$ cat config.mk
export PLATFORM = sky130hd
export DESIGN_NAME = orientation_match_table
export DESIGN_NICKNAME = d
export VERILOG_FILES = /design/src/omt_pkg.sv /design/src/omt_cell.sv /design/src/omt_dot_unit.sv /design/src/orientation_match_table.sv
export VERILOG_INCLUDE_DIRS = /design/src /design/src/src
export SDC_FILE = /design/constraint.sdc
export NUM_CORES = 2
export LEC_CHECK = 0
export ABC_CLOCK_PERIOD_IN_PS = 7100
export BUFFER_PORTS_ARGS = -buffer_cell sky130_fd_sc_hd__buf_2
export CORE_MARGIN = 2
export CORE_UTILIZATION = 31
export DETAILED_ROUTE_END_ITERATION = 10
export PLACE_DENSITY = 0.47
export SYNTH_ARGS = -nofsm -noshare
export SYNTH_HDL_FRONTEND = slang
export SYNTH_SLANG_ARGS = --single-unit
$ cat constraint.sdc
create_clock -name clock -period 7.1 [get_ports clock]
set_input_delay 0.355 -clock clock [delete_from_list [all_inputs] [get_ports clock]]
set_output_delay 0.355 -clock clock [all_outputs]
set_load 0.1 [all_outputs]
$ cat src/assert_macros.svh
// Assertion macros shared by the RTL files.
`ifndef ASSERT_MACROS_SVH
`define ASSERT_MACROS_SVH

// Condition must hold at every clock edge outside reset.
`define OMT_ASSERT_ALWAYS(lbl, expr) \
   lbl: assert property (@(posedge clock) disable iff (reset) (expr)) \
      else $error("invariant violated");

// When ante holds, cons must hold in the same cycle.
`define OMT_ASSERT_IMPLY(lbl, ante, cons) \
   lbl: assert property (@(posedge clock) disable iff (reset) (ante) |-> (cons)) \
      else $error("implication violated");

`endif

$ cat src/omt_pkg.sv
// Types, codes and constants of the orientation match table.
package omt_pkg;

   localparam int MAX_ENTRIES_DEFAULT = 16;
   localparam int THRESH_W = 15;
   localparam logic [THRESH_W-1:0] THRESH_RESET = 15'd15565;

   // Command codes
   localparam logic [1:0] CMD_DETECT    = 2'd0;
   localparam logic [1:0] CMD_CALIBRATE = 2'd1;
   localparam logic [1:0] CMD_CLEAR     = 2'd2;

   typedef enum logic [1:0] {
      ST_OK      = 2'd0,
      ST_NOMATCH = 2'd1,
      ST_FULL    = 2'd2,
      ST_DUP     = 2'd3
   } omt_status_type;

   typedef struct packed {
      logic        [1:0]  cmd;
      logic signed [15:0] vec_x;
      logic signed [15:0] vec_y;
      logic signed [15:0] vec_z;
   } omt_req_type;

   typedef struct packed {
      omt_status_type status;
      logic [3:0]     entry_index;
      logic [4:0]     entry_count;
   } omt_rsp_type;

   // One stored orientation
   typedef struct packed {
      logic signed [15:0] x;
      logic signed [15:0] y;
      logic signed [15:0] z;
   } omt_vec_type;

   // Control into the dot product unit
   typedef struct packed {
      logic start;  // clear best-so-far
      logic valid;  // head entry takes part in this scan step
   } omt_scan_ctl_type;

endpackage

$ cat src/omt_cell.sv
// One storage cell of the rotating vector chain.
module omt_cell (
   input  logic                clock,
   input  logic                wr_en,
   input  omt_pkg::omt_vec_type wr_vec,
   input  logic                shift_en,
   input  omt_pkg::omt_vec_type shift_vec,
   output omt_pkg::omt_vec_type vec
);

   omt_pkg::omt_vec_type vec_ff;

   // Load a new entry, or take the neighbor's entry during a scan
   always_ff @(posedge clock) begin
      if (wr_en) begin
         vec_ff <= wr_vec;
      end else if (shift_en) begin
         vec_ff <= shift_vec;
      end
   end

   assign vec = vec_ff;

endmodule

$ cat src/omt_dot_unit.sv
// Dot product and best-match tracker fed from the head of the cell chain.
module omt_dot_unit #(
   parameter  int MAX_ENTRIES = omt_pkg::MAX_ENTRIES_DEFAULT,
   localparam int IDX_W       = (MAX_ENTRIES > 1) ? $clog2(MAX_ENTRIES) : 1
) (
   input  logic                              clock,
   input  logic                              reset,
   input  omt_pkg::omt_scan_ctl_type         ctl,
   input  logic [IDX_W-1:0]                  idx,
   input  omt_pkg::omt_vec_type              query,
   input  omt_pkg::omt_vec_type              entry,
   input  logic [omt_pkg::THRESH_W-1:0]      thresh,
   output logic                              matched,
   output logic [IDX_W-1:0]                  best_idx
);

   // Stage 1: three products
   logic signed [31:0] px_ff, py_ff, pz_ff;
   logic               v1_ff;
   logic [IDX_W-1:0]   i1_ff;
   // Stage 2: exact sum
   logic signed [33:0] sum_ff;
   logic               v2_ff;
   logic [IDX_W-1:0]   i2_ff;
   // Stage 3: best so far
   logic signed [33:0] best_ff;
   logic               have_ff;
   logic [IDX_W-1:0]   best_idx_ff;

   logic signed [33:0] sum_in;
   logic signed [33:0] thr_q;
   logic               take;

   assign sum_in = {{2{px_ff[31]}}, px_ff} + {{2{py_ff[31]}}, py_ff}
                 + {{2{pz_ff[31]}}, pz_ff};
   // First valid entry wins ties: only a strictly larger sum replaces it
   assign take   = v2_ff && (!have_ff || (sum_ff > best_ff));
   assign thr_q  = $signed({5'b0, thresh, 14'b0});

   // Pipeline payload
   always_ff @(posedge clock) begin
      px_ff <= $signed(query.x) * $signed(entry.x);
      py_ff <= $signed(query.y) * $signed(entry.y);
      pz_ff <= $signed(query.z) * $signed(entry.z);
      i1_ff <= idx;
      sum_ff <= sum_in;
      i2_ff <= i1_ff;
      if (take) begin
         best_ff     <= sum_ff;
         best_idx_ff <= i2_ff;
      end
   end

   // Pipeline control
   always_ff @(posedge clock) begin
      if (reset || ctl.start) begin
         v1_ff   <= 1'b0;
         v2_ff   <= 1'b0;
         have_ff <= 1'b0;
      end else begin
         v1_ff <= ctl.valid;
         v2_ff <= v1_ff;
         if (take) begin
            have_ff <= 1'b1;
         end
      end
   end

   assign matched  = have_ff && (best_ff > thr_q);
   assign best_idx = best_idx_ff;

endmodule

$ cat src/orientation_match_table.sv
// Top level of the orientation match table: command sequencer, cell chain, result register.
// A detect or calibrate item (calibrate with room left) is accepted in S_IDLE, then scans
// each table slot in turn in S_SCAN while the stored vectors rotate once around the cell
// chain past the shared dot product unit, drains its product and sum stages in S_DRAIN,
// and posts the result in S_FINISH once the output register is free. Clear, unused
// commands and calibrate on a full table go from acceptance straight to S_FINISH. The
// result sits in an output register, so a new item is taken while it waits.
// The threshold register can be written at any time the block is idle.
`include "assert_macros.svh"

module orientation_match_table #(
   parameter int MAX_ENTRIES = omt_pkg::MAX_ENTRIES_DEFAULT
) (
   input  logic                         clock,
   input  logic                         reset,
   input  logic                         req_valid,
   output logic                         req_ready,
   input  omt_pkg::omt_req_type         req_data,
   output logic                         rsp_valid,
   input  logic                         rsp_ready,
   output omt_pkg::omt_rsp_type         rsp_data,
   input  logic                         csr_valid,
   output logic                         csr_ready,
   input  logic [omt_pkg::THRESH_W-1:0] csr_data
);

   localparam int IDX_W = (MAX_ENTRIES > 1) ? $clog2(MAX_ENTRIES) : 1;
   localparam int CNT_W = $clog2(MAX_ENTRIES + 1);
   localparam logic [CNT_W-1:0] CNT_MAX  = CNT_W'(MAX_ENTRIES);
   localparam logic [CNT_W-1:0] ISS_LAST = CNT_W'(MAX_ENTRIES - 1);

   typedef enum logic [2:0] {
      S_IDLE,
      S_SCAN,
      S_DRAIN,
      S_FINISH
   } state_type;

   state_type                    state_ff, state_in;
   omt_pkg::omt_req_type         req_ff, req_in;
   logic [CNT_W-1:0]             iss_ff, iss_in;
   logic                         drain_ff, drain_in;
   logic [CNT_W-1:0]             count_ff, count_in;
   logic [omt_pkg::THRESH_W-1:0] thr_ff, thr_in;
   omt_pkg::omt_rsp_type         rsp_ff, rsp_in;
   logic                         rsp_valid_ff, rsp_valid_in;

   omt_pkg::omt_vec_type         query;
   omt_pkg::omt_vec_type         cell_vec [MAX_ENTRIES];
   omt_pkg::omt_scan_ctl_type    scan_ctl;
   logic                         matched;
   logic [IDX_W-1:0]             best_idx;
   logic                         store_en;
   logic                         rotate;
   logic                         accept;
   logic                         slot_free;
   logic [IDX_W+3:0]             best_idx_wide;
   logic [CNT_W+3:0]             count_idx_wide;
   logic [CNT_W+4:0]             count_out_wide;

   assign accept    = req_valid && req_ready;
   assign slot_free = !rsp_valid_ff || rsp_ready;
   assign rotate    = (state_ff == S_SCAN);

   assign query.x = req_ff.vec_x;
   assign query.y = req_ff.vec_y;
   assign query.z = req_ff.vec_z;

   // Rotating chain of storage cells; cell 0 is the head
   for (genvar i = 0; i < MAX_ENTRIES; i++) begin : g_cell
      localparam int NXT = (i + 1) % MAX_ENTRIES;
      omt_cell u_cell (
         .clock     (clock),
         .wr_en     (store_en && (count_ff == CNT_W'(i))),
         .wr_vec    (query),
         .shift_en  (rotate),
         .shift_vec (cell_vec[NXT]),
         .vec       (cell_vec[i])
      );
   end

   assign scan_ctl.start = accept;
   assign scan_ctl.valid = rotate && (iss_ff < count_ff);

   omt_dot_unit #(.MAX_ENTRIES(MAX_ENTRIES)) u_dot (
      .clock    (clock),
      .reset    (reset),
      .ctl      (scan_ctl),
      .idx      (iss_ff[IDX_W-1:0]),
      .query    (query),
      .entry    (cell_vec[0]),
      .thresh   (thr_ff),
      .matched  (matched),
      .best_idx (best_idx)
   );

   assign best_idx_wide  = {4'b0, best_idx};
   assign count_idx_wide = {4'b0, count_ff};

   // Calibrate stores only when there is room and no existing match
   assign store_en = (state_ff == S_FINISH) && slot_free
                  && (req_ff.cmd == omt_pkg::CMD_CALIBRATE)
                  && (count_ff < CNT_MAX) && !matched;

   // Sequencer next state and result formation
   always_comb begin
      state_in       = state_ff;
      req_in         = req_ff;
      iss_in         = iss_ff;
      drain_in       = drain_ff;
      count_in       = count_ff;
      thr_in         = thr_ff;
      rsp_in         = rsp_ff;
      rsp_valid_in   = rsp_valid_ff;
      count_out_wide = '0;

      if (csr_valid) begin
         thr_in = csr_data;
      end
      if (rsp_valid_ff && rsp_ready) begin
         rsp_valid_in = 1'b0;
      end

      case (state_ff)
         S_IDLE: begin
            if (accept) begin
               req_in   = req_data;
               iss_in   = '0;
               drain_in = 1'b0;
               if ((req_data.cmd == omt_pkg::CMD_DETECT)
                   || ((req_data.cmd == omt_pkg::CMD_CALIBRATE) && (count_ff < CNT_MAX))) begin
                  state_in = S_SCAN;
               end else begin
                  state_in = S_FINISH;
               end
            end
         end
         S_SCAN: begin
            iss_in = iss_ff + 1'b1;
            if (iss_ff == ISS_LAST) begin
               state_in = S_DRAIN;
            end
         end
         S_DRAIN: begin
            drain_in = 1'b1;
            if (drain_ff) begin
               state_in = S_FINISH;
            end
         end
         S_FINISH: begin
            if (slot_free) begin
               rsp_in.status      = omt_pkg::ST_OK;
               rsp_in.entry_index = 4'd0;
               case (req_ff.cmd)
                  omt_pkg::CMD_DETECT: begin
                     if (matched) begin
                        rsp_in.entry_index = best_idx_wide[3:0];
                     end else begin
                        rsp_in.status = omt_pkg::ST_NOMATCH;
                     end
                  end
                  omt_pkg::CMD_CALIBRATE: begin
                     if (count_ff >= CNT_MAX) begin
                        rsp_in.status = omt_pkg::ST_FULL;
                     end else if (matched) begin
                        rsp_in.status = omt_pkg::ST_DUP;
                     end else begin
                        rsp_in.entry_index = count_idx_wide[3:0];
                        count_in = count_ff + 1'b1;
                     end
                  end
                  omt_pkg::CMD_CLEAR: begin
                     count_in = '0;
                  end
                  default: begin
                  end
               endcase
               // entry_count reflects the count after this item
               count_out_wide     = {5'b0, count_in};
               rsp_in.entry_count = count_out_wide[4:0];
               rsp_valid_in = 1'b1;
               state_in     = S_IDLE;
            end
         end
         default: begin
            state_in = S_IDLE;
         end
      endcase
   end

   assign rsp_data = rsp_ff;

   // State and registered outputs
   always_ff @(posedge clock) begin
      if (reset) begin
         state_ff     <= S_IDLE;
         count_ff     <= '0;
         thr_ff       <= omt_pkg::THRESH_RESET;
         rsp_valid_ff <= 1'b0;
         iss_ff       <= '0;
         drain_ff     <= 1'b0;
      end else begin
         state_ff     <= state_in;
         count_ff     <= count_in;
         thr_ff       <= thr_in;
         rsp_valid_ff <= rsp_valid_in;
         iss_ff       <= iss_in;
         drain_ff     <= drain_in;
      end
      req_ff <= req_in;
      rsp_ff <= rsp_in;
   end

   assign req_ready = (state_ff == S_IDLE);
   assign rsp_valid = rsp_valid_ff;
   assign csr_ready = 1'b1;

   // Checks on the table bookkeeping
   `OMT_ASSERT_ALWAYS(a_count_bound, count_ff <= CNT_MAX)
   `OMT_ASSERT_IMPLY(a_store_room, store_en, (count_ff < CNT_MAX) && (state_ff == S_FINISH))
   `OMT_ASSERT_IMPLY(a_match_in_table, (state_ff == S_FINISH) && matched,
                     {1'b0, best_idx} < {1'b0, count_ff})

endmodule
**Word-level counts from Yosys, hierarchy flattened**

Cells that the tools add are included.

- Add/subtract/negate cells: 4
- Multiply operators: 3
- Order comparisons: 5
- Equal/unequal tests: 26
- Muxes and demuxes: 55
- Reduce and logical (&&, ||, !) cells: 60

Operators by type and width:

| operator | number |
|---|---|
| $mux W48 | 32 |
| $mul A16 B16 Y32 | 3 |
| $eq A5 B4 Y1 const B | 9 |
| $reduce_bool A2 Y1 | 18 |
| $add A34 B34 Y34 | 1 |
| $gt A34 B30 Y1 | 1 |
| $gt A34 B34 Y1 | 1 |
| $add A32 B32 Y33 | 1 |
| $logic_and A1 B1 Y1 | 26 |
| $eq A5 B3 Y1 const B | 4 |
| $pmux W5 S2 | 2 |
| $mux W5 | 3 |
| $mux W3 | 4 |
| $mux W4 | 3 |
| $pmux W3 S4 | 1 |
| $pmux W6 S2 | 1 |
| $add A5 B1 Y5 const B | 2 |
| $eq A5 B2 Y1 const B | 2 |
| $reduce_and A2 Y1 | 4 |
| $eq A3 B2 Y1 const B | 2 |
| $mux W2 | 3 |
| $eq A5 B1 Y1 const B | 1 |
| $ge A5 B5 Y1 const B | 1 |
| $logic_not A5 Y1 | 1 |
| 14 further kinds | 27 |

- Bits in registers: 1038
- Input bits: 70

**Depth between registers and ports, before layout**

- Depth after elaboration: 8
- Gate-level depth with buffers: 25
- Gate-level depth less buffers: 23

**Modules after synthesis**

A second synthesis with hierarchy kept.

- Cells, all modules: 5819
- Area, all modules: 73818.3 um^2

By module, submodules not included:

| module | times used | cells an instance | area each (um^2) |
|---|---|---|---|
| omt_dot_unit | 1 | 3905 | 37086.8 |
| omt_cell | 16 | 102 | 2067.0 |
| orientation_match_table | 1 | 282 | 3659.8 |

**Least setup slack after synthesis**

Ideal clock, no wire load.

- Kind: register -> register
- Start point: register g_cell[0].u_cell.vec_ff, in the netlist g_cell[0].u_cell.vec[33]
- End point: register u_dot.px_ff[30]
- Data arrival time: 6.027 ns
- Setup slack: 0.978 ns
- Stages on the path, launching flop included: 19
- Cells stage by stage: edfxtp_1 -> clkbuf_1 -> nand2_1 -> inv_1 -> fa_1 -> fa_1 -> fa_1 -> fa_1 -> fa_1 -> inv_1 -> fa_1 -> inv_1 -> ha_1 -> o21ai_0 -> nor2_1 -> a221o_1 -> a2111oi_0 -> nor3_1 -> o311ai_1

- Cells in the longest elaborated chain, start to end: 1

Ends and longest elaborated chain:

| what | line | RTL |
|---|---|---|
| start, declared | omt_cell.sv:11 | `omt_pkg::omt_vec_type vec_ff;` |
| start signal, assigned | omt_cell.sv:16 | `vec_ff <= wr_vec;` |
| start signal, assigned | omt_cell.sv:18 | `vec_ff <= shift_vec;` |
| $mul A16 B16 Y32 | omt_dot_unit.sv:42 | `px_ff <= $signed(query.x) * $signed(entry.x);` |
| end signal, assigned | omt_dot_unit.sv:42 |  |
| end, declared | omt_dot_unit.sv:18 | `logic signed [31:0] px_ff, py_ff, pz_ff;` |

Every way passes these cells.
A chain may end at the register's enable or synchronous reset.

**Worst setup path after layout**

- Start point: register req_ff, in the netlist query[21]
- End point: register u_dot.py_ff[26]

- Cells in the longest elaborated chain, start to end: 1

Ends and longest elaborated chain:

| what | line | RTL |
|---|---|---|
| start, declared | orientation_match_table.sv:40 | `omt_pkg::omt_req_type req_ff, req_in;` |
| start signal, assigned | orientation_match_table.sv:210 | `req_ff <= req_in;` |
| $mul A16 B16 Y32 | omt_dot_unit.sv:43 | `py_ff <= $signed(query.y) * $signed(entry.y);` |
| end signal, assigned | omt_dot_unit.sv:43 |  |
| end, declared | omt_dot_unit.sv:18 |  |

Every way passes these cells.

==> metrics.md <==
| Metric | Value |
|---|---|
| Outcome | completed |
| Hold Slack | around 110 ps |
| Clk root buf | clkbuf_16 |
| WL/cell | 21.6 um |
| Max_cap viols | 0 |
| Worst setup path category | reg -> reg |
| Synth cell types | between 80 and 90 |
| Min Clock Period, post-route | just under 7000 ps |
| CTS tree | built |
| Actual slew at the worst max-slew pin | roughly 1100 ps |
| Vias/cell | about 4.7 |
| Ys flop type | edfxtp_1 |
| R2r startpoint | query[21]$_DFFE_PP_ |
| Synth Register Bits | between 1,000 and 1,500 |
| Global-route wire length before repair | about 310 mm |
| Setup violators final | 0 |
| Placed Cells | 9,148 |
| Detailed placement HPWL | 146 mm |
| Critical path data arrival time | 7390 ps |
| Residual DRC | 0 |
| Fmax | 149 MHz |
| Io pins | 84 |
| Initial antenna violation count | 14 |
| Leading area contributor after synthesis | edfxtp_1 |
| Starting density of the core | ~31% |
| Final-stage net count | 7,414 |
| Hold Path Origin | csr_valid |
| Share of layout cells above drive strength 1 | between 15 and 20% |
| Post-CTS Resized | 0 |
| CP required | a little under 8000 ps |
| Register area share after synthesis | between 30% and 40% |
| Synth Area per Inst | roughly 12 sq um |
| Design area | 83,200 sq um |
| CP startpoint kind | register |
| Pin count of the biggest net entering global routing | 49 |
| Number of CTS-inserted buffers | around 120 |
| Final clock period utilization by the worst path | between 90% and 100% |
| Clock-pin slew on the worst setup and hold paths | roughly 60 ps |
| Clk sink count | 1,037 |
| Synth area leaders | edfxtp_1 35%, fa_1 21%, mux2_2 12% |
| Final WL | 204 mm |
| I/O Buffers | just over 80 |
| Rel. slew slack | roughly 29% |
| Skew final | between 60 and 70 ps |
| H-tree depth | 3 |
| Die area | around 240,000 sq um |
| Worst setup startpoint | query[21]$_DFFE_PP_ |
| Worst reg2reg endpoint | u_dot.py_ff[26]$_DFF_P_ |
| Worst-path fanout max | 26 |
| Area Overhead vs Synth | 12.3% |
| CTS max path bufs | 3 |
| EDFF count, synth | ~870 |
| Initial DRC count | ~3,100 |
| Post-Syn Instances | 6,033 |
| Die Y-Extent | ~490 um |
| Core area | 238,000 sq um |
| Antenna-violating nets left | 0 |
| Core Rows | between 150 and 200 |
| # fillers | approximately 23,000 |
| Worst skew pair latency | 780 ps |
| First drt pass iteration count | 6 |
| Placed cell areas | ~78,000 sq um |
| Die W | between 400 and 500 um |
| R2R depth | 23 |
| Share of the synthesized area in the top cell type | between 30% and 40% |
| Hold path endpoint | thr_ff[11]$_SDFFE_PP1P_ |
| Final Wtd Congestion | 0.844 |
| Cell Count, Final, Fillers Out | roughly 9,400 |
| Syn Nets | 7,270 |
| Final hold vios | 0 |
| Remaining Overflow, GRT | 0 |
| Vias in the first global route | roughly 47,000 |
| Via count | roughly 44,000 |
| Crit. End Element | register |
| GR Util All Layers | 16.8% |
| Slew Limit Fails | 0 |
| Hold Crit Depth | 3 |
| Worst Hold Class | in -> reg |
| Reg2reg setup slack | 370 ps |
| Synth warn | 0 |
| FFs w/ async S/R, synth | 0% |
| Cell Area, Synth | between 70,000 and 80,000 sq um |
[synthesized netlist by cell type (4+ instances only)]
cell type  number
o21bai_1       27
and3_1         13
nor2_4          9
inv_1         933
a221oi_1        8
nor3_1         33
o41ai_1         4
or2_2          17
nand2_1       451
mux2_2        770
a31o_2          7
mux2i_1        14
nand3_1        33
o211ai_1       15
nor2b_1        21
or3_1           6
a31oi_1         8
nor3b_1         5
buf_6          12
edfxtp_1      867
buf_4          17
o31ai_1         8
nand4_1        22
o21ai_0        69
a21o_1         89
o21a_1         29
and2_1        378
nor2_1        146
clkbuf_1      214
a211oi_1       16
xor2_1         41
xnor2_1       116
a21oi_1       129
a221o_1         4
buf_2          56
fa_1          788
nor4_1          8
nand2b_1       30
nand3b_1        4
dfxtp_1       170
ha_1          379
[flip-flops by register name, summed over array words and instances (netlist names)]
name,cells
count_ff,5
drain_ff,1
g_cell.u_cell.vec,768
iss_ff,5
query,48
req_ff,2
rsp_data,11
rsp_valid,1
state_ff,2
thr_ff,15
u_dot.best_ff,34
u_dot.best_idx,4
u_dot.have_ff,1
u_dot.i1_ff,4
u_dot.i2_ff,4
u_dot.px_ff,32
u_dot.py_ff,32
u_dot.pz_ff,32
u_dot.sum_ff,34
u_dot.v1_ff,1
u_dot.v2_ff,1
[kinds of logic (layout without fill, tap and decap cells)]
group	count (synthesis)	after routing	share of synthesized area [%]
AOI/OAI and AO/OA	465	465	4.20
xor gates and xnor gates	157	157	1.86
adders and majority gates	1167	1167	27.7
buffers and inverters	1234	1479	6.56
DFF	1037	1037	39.7
muxes	784	784	11.9
other	1	4	0.00506
and+or+nand+nor	1188	1188	8.04
[worst max-delay path by stage]
stage / cells past startpoint / slack, ps / end
2_1_floorplan: 18 / 980 / u_dot.px_ff[30]$_DFF_P_
3_3_place_gp: 21 / 500 / u_dot.py_ff[26]$_DFF_P_
3_5_place_dp: 20 / 400 / u_dot.py_ff[26]$_DFF_P_
4_1_cts: 20 / 340 / u_dot.py_ff[26]$_DFF_P_
5_1_grt: 20 / -4 / u_dot.py_ff[26]$_DFF_P_
6_report: 23 / 370 / u_dot.py_ff[26]$_DFF_P_
[area by class of cell]
class / instances / area (sq um) / area share, %
flip-flops and latches: 1037 / 29400 / 35.4
repair buffers: 327 / 2420 / 2.91
multi-input cells: 3762 / 39900 / 47.9
clock buffers: 149 / 3130 / 3.76
inverters: 933 / 3500 / 4.21
diodes: 3 / 7.51 / 0.00903
clock inverters: 70 / 843 / 1.01
well taps: 3167 / 3960 / 4.76
[per-layer routing]
| metal | wire length, um | vias up | track usage [%] |
|---|---|---|---|
| met5 | 13 | - | 0 |
| met4 | 3480 | 2 | 3.53 |
| met3 | 8320 | 197 | 2.01 |
| met2 | 95400 | 895 | 27.5 |
| met1 | 96500 | 22800 | 23.9 |
| li1 | - | 20200 | - |
[per-stage QoR]
stage | TNS [ps] | setup WS, ps | utilization, %
after global routing | -4.17 | -4.17 | 35.0
after detailed placement | 0 | 398 | 33.0
after global placement | 0 | 505 | 33.0
final | 0 | 371 | 35.0
after CTS | 0 | 337 | 35.0
after floorplan | 0 | 978 | -
[critical path: stages, from the launching register on]
cell	delay, ps
edfxtp_1	470
buf_4	340
nand2_1	110
fa_1	510
inv_1	60
fa_1	500
inv_1	50
fa_1	530
inv_1	70
fa_1	480
fa_1	500
inv_1	50
fa_1	470
inv_1	40
ha_1	370
nand4_1	180
nor3_1	280
nand3_1	110
o31ai_1	310
a311oi_1	140
o31ai_1	540
nor4_1	110
nor3_1	250
xor2_1	160
[cell usage in the layout, fill, tap and decap left out, drive strengths merged, types with 14 or more instances in the layout]
cell type      n
ha           379
bufinv        14
nand2        451
dlygate4sd3   67
dfxtp        170
nor2b         21
and2         378
xnor2        116
a21o          89
o21a          29
xor2          41
nand4         22
a21oi        129
edfxtp       867
buf          260
or2           17
clkbuf       149
o21bai        28
nand3         33
o211ai        16
a211oi        16
nor2         157
mux2         770
nor3          33
nand2b        30
mux2i         14
clkinv        44
inv          941
fa           788
o21ai         70
[what timing repair did]
action / in CTS / in global routing
endpoints found under the hold margin: 67 / 0
setup endpoints to repair: 0 / 3
setup buffers: 0 / 11
hold buffers: 67 / 0
Power is left out: the tool's default activity adds up to more than one toggle a clock period on the data nets, which glitch-free logic cannot reach.
